### src/design/sentence_index_mark_inserter_top_defines.svh
// assertion macros shared by the mark inserter modules
`ifndef SENTENCE_INDEX_MARK_INSERTER_TOP_DEFINES_SVH
`define SENTENCE_INDEX_MARK_INSERTER_TOP_DEFINES_SVH

// same-cycle implication, disabled during reset
`define SIMI_ASSERT_IMP(lbl, clk, rstn, ante, cons, msg) \
    lbl: assert property (@(posedge clk) disable iff (!(rstn)) (ante) |-> (cons)) \
        else $error(msg);

// next-cycle implication, disabled during reset
`define SIMI_ASSERT_NXT(lbl, clk, rstn, ante, cons, msg) \
    lbl: assert property (@(posedge clk) disable iff (!(rstn)) (ante) |=> (cons)) \
        else $error(msg);

`endif

### src/design/simi_pkg.sv
// types, constants and helpers for the sentence index mark inserter
package simi_pkg;

    localparam int CP_W            = 21;
    localparam int MARK_DIGITS_DEF = 5;
    localparam int FIFO_DEPTH_DEF  = 2;

    localparam logic [CP_W-1:0] CH_AT   = 21'h00040;
    localparam logic [CP_W-1:0] CH_DOT  = 21'h0002E;
    localparam logic [CP_W-1:0] CH_ZERO = 21'h00030;

    typedef struct packed {
        logic [CP_W-1:0] code_point;
        logic            message_last;
    } in_word_t;

    typedef struct packed {
        logic [CP_W-1:0] out_code_point;
        logic            run_last;
        logic            message_end;
    } out_word_t;

    typedef enum logic [1:0] {
        BODY_NONE = 2'd0,
        BODY_CHAR = 2'd1,
        BODY_AT2  = 2'd2,
        BODY_MARK = 2'd3
    } body_e;

    typedef struct packed {
        logic            emit_dot;
        body_e           body;
        logic [CP_W-1:0] code_point;
        logic            last;
    } cmd_t;

    function automatic logic is_white(input logic [CP_W-1:0] c);
        logic w;
        w = (c == 21'h00009) || (c == 21'h0000A) || (c == 21'h0000C) ||
            (c == 21'h0000D) || (c == 21'h00020) || (c == 21'h000A0) ||
            (c == 21'h01680) || ((c >= 21'h02000) && (c <= 21'h0200A)) ||
            (c == 21'h02028) || (c == 21'h02029) || (c == 21'h0202F) ||
            (c == 21'h0205F) || (c == 21'h03000);
        return w;
    endfunction

endpackage

### src/design/simi_front.sv
// front end: accepts words, tracks held-back period and mark number, issues commands
`include "sentence_index_mark_inserter_top_defines.svh"

module simi_front #(
    parameter int MARK_DIGITS = simi_pkg::MARK_DIGITS_DEF
) (
    input  logic                      aclk,
    input  logic                      aresetn,
    input  logic                      s_valid,
    output logic                      s_ready,
    input  simi_pkg::in_word_t        s_word,
    input  logic                      q_full,
    output logic                      q_push,
    output simi_pkg::cmd_t            q_cmd,
    output logic [4*MARK_DIGITS-1:0]  q_bcd
);
    import simi_pkg::*;

    localparam int BCD_W = 4 * MARK_DIGITS;

    logic             pend_reg, pend_next;
    logic [BCD_W-1:0] bcd_reg, bcd_next;
    logic [BCD_W-1:0] bcd_inc;
    logic             accept, white, is_at, is_dot, mark, push;

    assign s_ready = !q_full;
    assign accept  = s_valid && s_ready;
    assign q_bcd   = bcd_reg;

    // saturating bcd increment
    always_comb begin
        logic       all_nine;
        logic       carry;
        logic [3:0] d;
        all_nine = 1'b1;
        for (int i = 0; i < MARK_DIGITS; i++) begin
            all_nine = all_nine && (bcd_reg[4*i +: 4] == 4'd9);
        end
        carry   = !all_nine;
        bcd_inc = bcd_reg;
        for (int i = 0; i < MARK_DIGITS; i++) begin
            d = bcd_reg[4*i +: 4];
            if (carry) begin
                if (d == 4'd9) begin
                    bcd_inc[4*i +: 4] = 4'd0;
                end else begin
                    bcd_inc[4*i +: 4] = d + 4'd1;
                    carry = 1'b0;
                end
            end
        end
    end

    always_comb begin
        white  = is_white(s_word.code_point);
        is_at  = (s_word.code_point == CH_AT);
        is_dot = (s_word.code_point == CH_DOT);
        mark   = pend_reg && white;

        q_cmd.code_point = s_word.code_point;
        q_cmd.last       = s_word.message_last;
        q_cmd.emit_dot   = pend_reg;
        if (mark) begin
            q_cmd.body = BODY_MARK;
        end else if (is_at) begin
            q_cmd.body = BODY_AT2;
        end else if (is_dot && !s_word.message_last) begin
            q_cmd.body = BODY_NONE;
        end else begin
            q_cmd.body = BODY_CHAR;
        end
        push   = pend_reg || !(is_dot && !s_word.message_last);
        q_push = accept && push;

        pend_next = pend_reg;
        bcd_next  = bcd_reg;
        if (accept) begin
            pend_next = !mark && is_dot && !s_word.message_last;
            bcd_next  = mark ? bcd_inc : bcd_reg;
            if (s_word.message_last) begin
                pend_next = 1'b0;
                bcd_next  = '0;
            end
        end
    end

    always_ff @(posedge aclk) begin
        if (!aresetn) begin
            pend_reg <= 1'b0;
            bcd_reg  <= '0;
        end else begin
            pend_reg <= pend_next;
            bcd_reg  <= bcd_next;
        end
    end

    `SIMI_ASSERT_NXT(a_msg_end_clears, aclk, aresetn, accept && s_word.message_last,
        !pend_reg && (bcd_reg == '0), "state not cleared after message end")
    `SIMI_ASSERT_IMP(a_no_push_full, aclk, aresetn, q_push, !q_full,
        "command pushed into full queue")
    `SIMI_ASSERT_NXT(a_dot_held, aclk, aresetn, accept && is_dot && !s_word.message_last,
        pend_reg, "period not held back")

endmodule

### src/design/simi_fifo.sv
// short command queue between front and back ends
module simi_fifo #(
    parameter int WIDTH = 32,
    parameter int DEPTH = simi_pkg::FIFO_DEPTH_DEF
) (
    input  logic             aclk,
    input  logic             aresetn,
    input  logic             push,
    input  logic [WIDTH-1:0] wr_data,
    input  logic             pop,
    output logic [WIDTH-1:0] rd_data,
    output logic             head_valid,
    output logic             full
);
    import simi_pkg::*;

    localparam int PTR_W = (DEPTH > 1) ? $clog2(DEPTH) : 1;
    localparam int CNT_W = $clog2(DEPTH + 1);

    logic [WIDTH-1:0] mem_reg [DEPTH];
    logic [PTR_W-1:0] wr_ptr_reg, wr_ptr_next;
    logic [PTR_W-1:0] rd_ptr_reg, rd_ptr_next;
    logic [CNT_W-1:0] count_reg, count_next;

    assign head_valid = (count_reg != '0);
    assign full       = (count_reg == CNT_W'(DEPTH));
    assign rd_data    = mem_reg[rd_ptr_reg];

    always_comb begin
        wr_ptr_next = wr_ptr_reg;
        rd_ptr_next = rd_ptr_reg;
        count_next  = count_reg;
        if (push) begin
            wr_ptr_next = (wr_ptr_reg == PTR_W'(DEPTH - 1)) ? '0 : wr_ptr_reg + PTR_W'(1);
        end
        if (pop) begin
            rd_ptr_next = (rd_ptr_reg == PTR_W'(DEPTH - 1)) ? '0 : rd_ptr_reg + PTR_W'(1);
        end
        if (push && !pop) begin
            count_next = count_reg + CNT_W'(1);
        end else if (pop && !push) begin
            count_next = count_reg - CNT_W'(1);
        end
    end

    always_ff @(posedge aclk) begin
        if (!aresetn) begin
            wr_ptr_reg <= '0;
            rd_ptr_reg <= '0;
            count_reg  <= '0;
        end else begin
            wr_ptr_reg <= wr_ptr_next;
            rd_ptr_reg <= rd_ptr_next;
            count_reg  <= count_next;
        end
    end

    always_ff @(posedge aclk) begin
        if (push) begin
            mem_reg[wr_ptr_reg] <= wr_data;
        end
    end

endmodule

### src/design/simi_back.sv
// back end: expands each command into output words, one per cycle unless the output stalls
`include "sentence_index_mark_inserter_top_defines.svh"

module simi_back #(
    parameter int MARK_DIGITS = simi_pkg::MARK_DIGITS_DEF
) (
    input  logic                     aclk,
    input  logic                     aresetn,
    input  logic                     head_valid,
    input  simi_pkg::cmd_t           head_cmd,
    input  logic [4*MARK_DIGITS-1:0] head_bcd,
    output logic                     pop,
    output logic                     m_valid,
    input  logic                     m_ready,
    output simi_pkg::out_word_t      m_word
);
    import simi_pkg::*;

    localparam int LEN_W = $clog2(MARK_DIGITS + 5);

    logic [LEN_W-1:0] idx_reg, idx_next;
    logic             m_valid_reg, m_valid_next;
    out_word_t        word_reg, word_next;

    logic [LEN_W-1:0] ndig, body_len, n_len, j, sel;
    logic [3:0]       digit;
    logic [CP_W-1:0]  cp;
    logic             load, last_el;

    always_comb begin
        ndig = '0;
        for (int i = 0; i < MARK_DIGITS; i++) begin
            if (head_bcd[4*i +: 4] != 4'd0) begin
                ndig = LEN_W'(i + 1);
            end
        end
        if (ndig == '0) begin
            ndig = LEN_W'(1);
        end

        case (head_cmd.body)
            BODY_NONE: body_len = '0;
            BODY_CHAR: body_len = LEN_W'(1);
            BODY_AT2:  body_len = LEN_W'(2);
            BODY_MARK: body_len = ndig + LEN_W'(3);
            default:   body_len = '0;
        endcase
        n_len   = body_len + LEN_W'(head_cmd.emit_dot);
        last_el = (idx_reg == n_len - LEN_W'(1));
        j       = idx_reg - LEN_W'(head_cmd.emit_dot);
        sel     = ndig - j;

        digit = 4'd0;
        for (int i = 0; i < MARK_DIGITS; i++) begin
            if (sel == LEN_W'(i)) begin
                digit = head_bcd[4*i +: 4];
            end
        end

        if (head_cmd.emit_dot && (idx_reg == '0)) begin
            cp = CH_DOT;
        end else begin
            case (head_cmd.body)
                BODY_AT2: cp = CH_AT;
                BODY_MARK: begin
                    if (j == '0 || j == ndig + LEN_W'(1)) begin
                        cp = CH_AT;
                    end else if (j <= ndig) begin
                        cp = CH_ZERO + CP_W'(digit);
                    end else begin
                        cp = head_cmd.code_point;
                    end
                end
                default: cp = head_cmd.code_point;
            endcase
        end

        load = head_valid && (!m_valid_reg || m_ready);
        pop  = load && last_el;

        idx_next     = idx_reg;
        m_valid_next = m_valid_reg;
        word_next    = word_reg;
        if (m_valid_reg && m_ready) begin
            m_valid_next = 1'b0;
        end
        if (load) begin
            m_valid_next             = 1'b1;
            word_next.out_code_point = cp;
            word_next.run_last       = last_el;
            word_next.message_end    = last_el && head_cmd.last;
            idx_next                 = last_el ? '0 : idx_reg + LEN_W'(1);
        end
    end

    always_ff @(posedge aclk) begin
        if (!aresetn) begin
            idx_reg     <= '0;
            m_valid_reg <= 1'b0;
        end else begin
            idx_reg     <= idx_next;
            m_valid_reg <= m_valid_next;
        end
    end

    always_ff @(posedge aclk) begin
        word_reg <= word_next;
    end

    assign m_valid = m_valid_reg;
    assign m_word  = word_reg;

    `SIMI_ASSERT_IMP(a_idx_has_head, aclk, aresetn, idx_reg != '0, head_valid, "expansion in progress without a queued command")
    `SIMI_ASSERT_NXT(a_pop_run_last, aclk, aresetn, pop, m_valid_reg && word_reg.run_last, "command retired without a closing word")
    `SIMI_ASSERT_IMP(a_end_is_run_last, aclk, aresetn, m_valid_reg && word_reg.message_end, word_reg.run_last, "message end on a word that does not close its run")

endmodule

### src/design/sentence_index_mark_inserter_top.sv
// top level of the sentence index mark inserter
// an accepted item passes through the command queue and the back end's output word register
// one output word per cycle unless m_ready stalls; a k-word item holds the back end
// a held-back period yields no word; the FIFO_DEPTH-entry command queue stalls intake when full
// reset: synchronous active-low aresetn clears the held period, mark number and queue
module sentence_index_mark_inserter_top #(
    parameter int MARK_DIGITS = simi_pkg::MARK_DIGITS_DEF,
    parameter int FIFO_DEPTH  = simi_pkg::FIFO_DEPTH_DEF
) (
    input  logic                aclk,
    input  logic                aresetn,
    input  logic                s_valid,
    output logic                s_ready,
    input  simi_pkg::in_word_t  s_word,
    output logic                m_valid,
    input  logic                m_ready,
    output simi_pkg::out_word_t m_word
);
    import simi_pkg::*;

    localparam int BCD_W  = 4 * MARK_DIGITS;
    localparam int CMD_W  = $bits(cmd_t);
    localparam int FIFO_W = CMD_W + BCD_W;

    logic              q_push, q_full, q_pop, q_head_valid;
    cmd_t              q_cmd, head_cmd;
    logic [BCD_W-1:0]  q_bcd, head_bcd;
    logic [FIFO_W-1:0] q_wr_data, q_rd_data;

    simi_front #(
        .MARK_DIGITS (MARK_DIGITS)
    ) u_front (
        .aclk    (aclk),
        .aresetn (aresetn),
        .s_valid (s_valid),
        .s_ready (s_ready),
        .s_word  (s_word),
        .q_full  (q_full),
        .q_push  (q_push),
        .q_cmd   (q_cmd),
        .q_bcd   (q_bcd)
    );

    assign q_wr_data = {q_cmd, q_bcd};

    simi_fifo #(
        .WIDTH (FIFO_W),
        .DEPTH (FIFO_DEPTH)
    ) u_fifo (
        .aclk       (aclk),
        .aresetn    (aresetn),
        .push       (q_push),
        .wr_data    (q_wr_data),
        .pop        (q_pop),
        .rd_data    (q_rd_data),
        .head_valid (q_head_valid),
        .full       (q_full)
    );

    assign head_cmd = q_rd_data[FIFO_W-1:BCD_W];
    assign head_bcd = q_rd_data[BCD_W-1:0];

    simi_back #(
        .MARK_DIGITS (MARK_DIGITS)
    ) u_back (
        .aclk       (aclk),
        .aresetn    (aresetn),
        .head_valid (q_head_valid),
        .head_cmd   (head_cmd),
        .head_bcd   (head_bcd),
        .pop        (q_pop),
        .m_valid    (m_valid),
        .m_ready    (m_ready),
        .m_word     (m_word)
    );

endmodule
### config.mk
export PLATFORM = sky130hd
export DESIGN_NAME = sentence_index_mark_inserter_top
export DESIGN_NICKNAME = d
export VERILOG_FILES = /design/src/design/simi_pkg.sv /design/src/design/simi_front.sv /design/src/design/simi_fifo.sv /design/src/design/simi_back.sv /design/src/design/sentence_index_mark_inserter_top.sv
export VERILOG_INCLUDE_DIRS = /design/src /design/src/design
export SDC_FILE = /design/constraint.sdc
export NUM_CORES = 1
export LEC_CHECK = 0
export BUFFER_PORTS_ARGS = -buffer_cell sky130_fd_sc_hd__clkbuf_2
export CAP_MARGIN = 20
export CORE_MARGIN = 2
export CORE_UTILIZATION = 55
export CTS_CLUSTER_DIAMETER = 40
export DETAILED_ROUTE_END_ITERATION = 10
export PLACE_DENSITY = 0.76
export SLEW_MARGIN = 10
export SYNTH_ARGS = -nofsm -noshare
export SYNTH_HDL_FRONTEND = slang
export SYNTH_HIERARCHICAL = 1
export SYNTH_SLANG_ARGS = --single-unit
### constraint.sdc
create_clock -name aclk -period 15 [get_ports aclk]
set_clock_uncertainty 0.2 [all_clocks]
set_input_delay 4.5 -clock aclk [delete_from_list [all_inputs] [get_ports aclk]]
set_output_delay 4.5 -clock aclk [all_outputs]
set_load 0.01 [all_outputs]
==> metrics.txt <==
Setup violations, final 0; VDD IR max between 0.0001 and 0.00015 V; wire per inst 18.2 um; cell count along the critical path 7; mean number of vias per cell 6.06; Hold Crit Class flop to flop; Hold-fix buffers, CTS 0; # rows 42; CP Capture Type flop; Cell Count, Final, Fillers Out 831; Util after Layout 0.623; total wire length roughly 15000 um; Die H roughly 120 um; Post-CTS Setup Inserts 0; H-tree levels 4; minimum clock period just over 7 ns; Mapped Area 7350 um2; Clock transition at path regs approximately 0.060 ns; RSZ-0062 raised after global routing false; Reg area around 4000 um2; first-pass GRT wire length ~24000 um; top post-synthesis cells by area edfxtp_1 46%, dfxtp_1 8.4%, mux2_2 7.5%; Avg Inst Size Synth between 10 and 15 um2; die area 14300 um2; placed cells roughly 800; PwrDens around 190 nW/um2; Hold Path Depth 2; worst slew pin tran ~1.1 ns; Synth Register Bits between 100 and 150; Ports between 50 and 60; # clock sinks 144; multi-input combinational cell area 2960 um2; Yosys top cell area share 0.462; WP buf/inv 2; Worst path slowest cell nor4_1; most used cell along the critical path nor4_1; Seq/Total Area, Yosys 0.546; # Max-Cap Violations 0; fin worst setup slack roughly 7.8 ns; ys flop type edfxtp_1; hpwl dp around 10000 um; CP required 14.98 ns; cts repair resizes 0; CP delay by family, top simple AND/OR/NAND/NOR gates; largest net degree at the start of global routing 46; TritonCTS buffer count 17; final hold vios 0; status completed; Slew Viols, Final 0; DRT Pass-1 Iters 5; crit start category primary input; synth unique cells 80; synth-to-layout area growth 11.4%; CP Cell Sequence clkbuf_2, nor4_1, nand3_1, nor4_1, a21oi_1, and2_2, buf_16; root buf cell clkbuf_16; Fill cells slightly above 1000; Post-synth EDFFs around 110; setup tns final 0 ns; nets@finish roughly 700; initial antenna violation count 0; Final GP Congestion 0.856; Crit Path Category primary input to flop; Bufs on Longest Clock Path 2; Synth area leader edfxtp_1; via count 5033; CTS tree done; fin area 8190 um2; Starting Density 0.559; cell count after synthesis about 610; leak pwr 0.00289 uW; GRT Overall Usage 0.219; clock latency on the worst-skew pair between 0.4 and 0.5 ns; Detail Route Antenna Nets 0; Arrival @ worst endpoint 7.21 ns; Slew HR 0.272; Die X ~120 um; pre-CTS WS ~7.3 ns; Synth warnings 6; Buffers on Ports 50; depth of the most critical reg-to-reg path 16; max reg flops 90; Antenna diodes 0; drt drc 0; core area about 13000 um2; Crit Path Max Fanout 24; syn nets approximately 660; Tcrit/Tclk final 0.482; layout cells sized above 1 0.244; global route overflow 0; CP max stage delay 0.71 ns; Post-DP Area approximately 7500 um2; number of global-route vias before repair between 4000 and 5000; maximum clock rate 0.138 GHz; asr flop ratio synth 0; initial DRC count 430
-- metrics by stage --
step / hold slack [ns] / total power, uW
global placement: 0.276 / 1080
detailed placement: 0.284 / 1100
finish: 0.295 / 1540
CTS: 0.299 / 1540
global route: 0.317 / 1620
floorplan: 0.254 / 977
-- cells in the final DEF (no fill, tap or decap), types with 4 or more instances in the layout --
cell	instances
dfxtp_1	30
or3_1	10
a31oi_1	7
nor3_1	11
bufinv_16	4
nand3_1	18
and2_1	21
xnor2_1	7
nand2_1	32
and3_1	5
clkbuf_2	50
inv_1	23
o21ai_0	33
nand2b_1	8
a21oi_1	25
mux2_2	49
nand4b_1	5
or4_1	4
nand4_1	6
a22o_1	4
ha_1	19
edfxtp_1	113
o211ai_1	7
clkinv_2	4
a21o_1	5
nand3b_1	5
xor2_1	5
nor2_1	30
nor4_1	8
nor2b_1	7
o31ai_1	4
clkbuf_16	17
-- worst paths after layout --
path	slack [ns]	endpoint	startpoint
worst max-delay path	7.76	u_fifo/mem_reg[1][38]	s_word[9]
worst min-delay path	0.30	u_back/m_valid	u_back/m_valid
worst max register to register	9.64	u_fifo/count_reg[1]	flop
worst min register to register	0.30	u_back/m_valid	u_back/m_valid
-- worst register-to-register path, stage by stage (launching register included) --
cell      delay [ns]
dfxtp_2         1.03
mux2_2          0.49
or4_4           0.58
o21ai_0         0.20
nand2_1         0.10
inv_1           0.12
o21ai_0         0.09
ha_1            0.22
ha_1            0.20
xnor2_1         0.13
or3_1           0.31
a211oi_1        0.48
and3_1          0.28
inv_1           0.07
ha_1            0.31
or3_1           0.37
a21boi_1        0.14
-- area by class of cell --
| class | instances | share of cell area |
|---|---|---|
| well taps | 176 | 0.0269 |
| repair buffers | 53 | 0.0358 |
| multi-input cells | 403 | 0.361 |
| clock inverters | 11 | 0.0200 |
| clock buffers | 21 | 0.0550 |
| inverters | 23 | 0.0105 |
| flip-flops and latches | 144 | 0.491 |
-- cells in the mapped netlist, types with 6 or more instances --
cell        n
nand3_1    18
a21oi_1    25
and2_1     22
mux2_2     49
o21ai_0    33
inv_1      23
dfxtp_1    31
xnor2_1     7
nor2_1     30
a31oi_1     7
nor3_1     11
buf_4      23
or3_1      10
nor2b_1     8
nand2b_1    8
buf_6       6
o211ai_1    7
nor4_1      8
edfxtp_1  113
nand4_1     6
nand2_1    32
ha_1       19
clkbuf_1    7
-- cell families (layout without fill, tap and decap cells) --
| logic type | count (synthesis) | after routing | share of synthesized area |
|---|---|---|---|
| flip-flops | 144 | 144 | 0.546 |
| adder cells (fa/ha/maj) | 19 | 19 | 0.0324 |
| buffers and inverters | 65 | 108 | 0.0526 |
| multiplexers | 51 | 51 | 0.0778 |
| AND/OR/NAND/NOR | 196 | 196 | 0.158 |
| XOR/XNOR | 13 | 13 | 0.0175 |
| AO/OA/AOI/OAI | 124 | 124 | 0.116 |
-- layer usage --
metal / track usage / wire length, um
met5: 0 / 0
met4: 0.0846 / 299
met3: 0.0670 / 1270
met2: 0.338 / 7150
met1: 0.293 / 6370
-- power breakdown --
group | leakage [uW] | internal [uW] | switching (uW)
Sequential | 0.00132 | 534 | 43.2
Combinational | 0.00127 | 228 | 301
Clock | 0.000297 | 281 | 153
(Power assumes the default switching activity.)
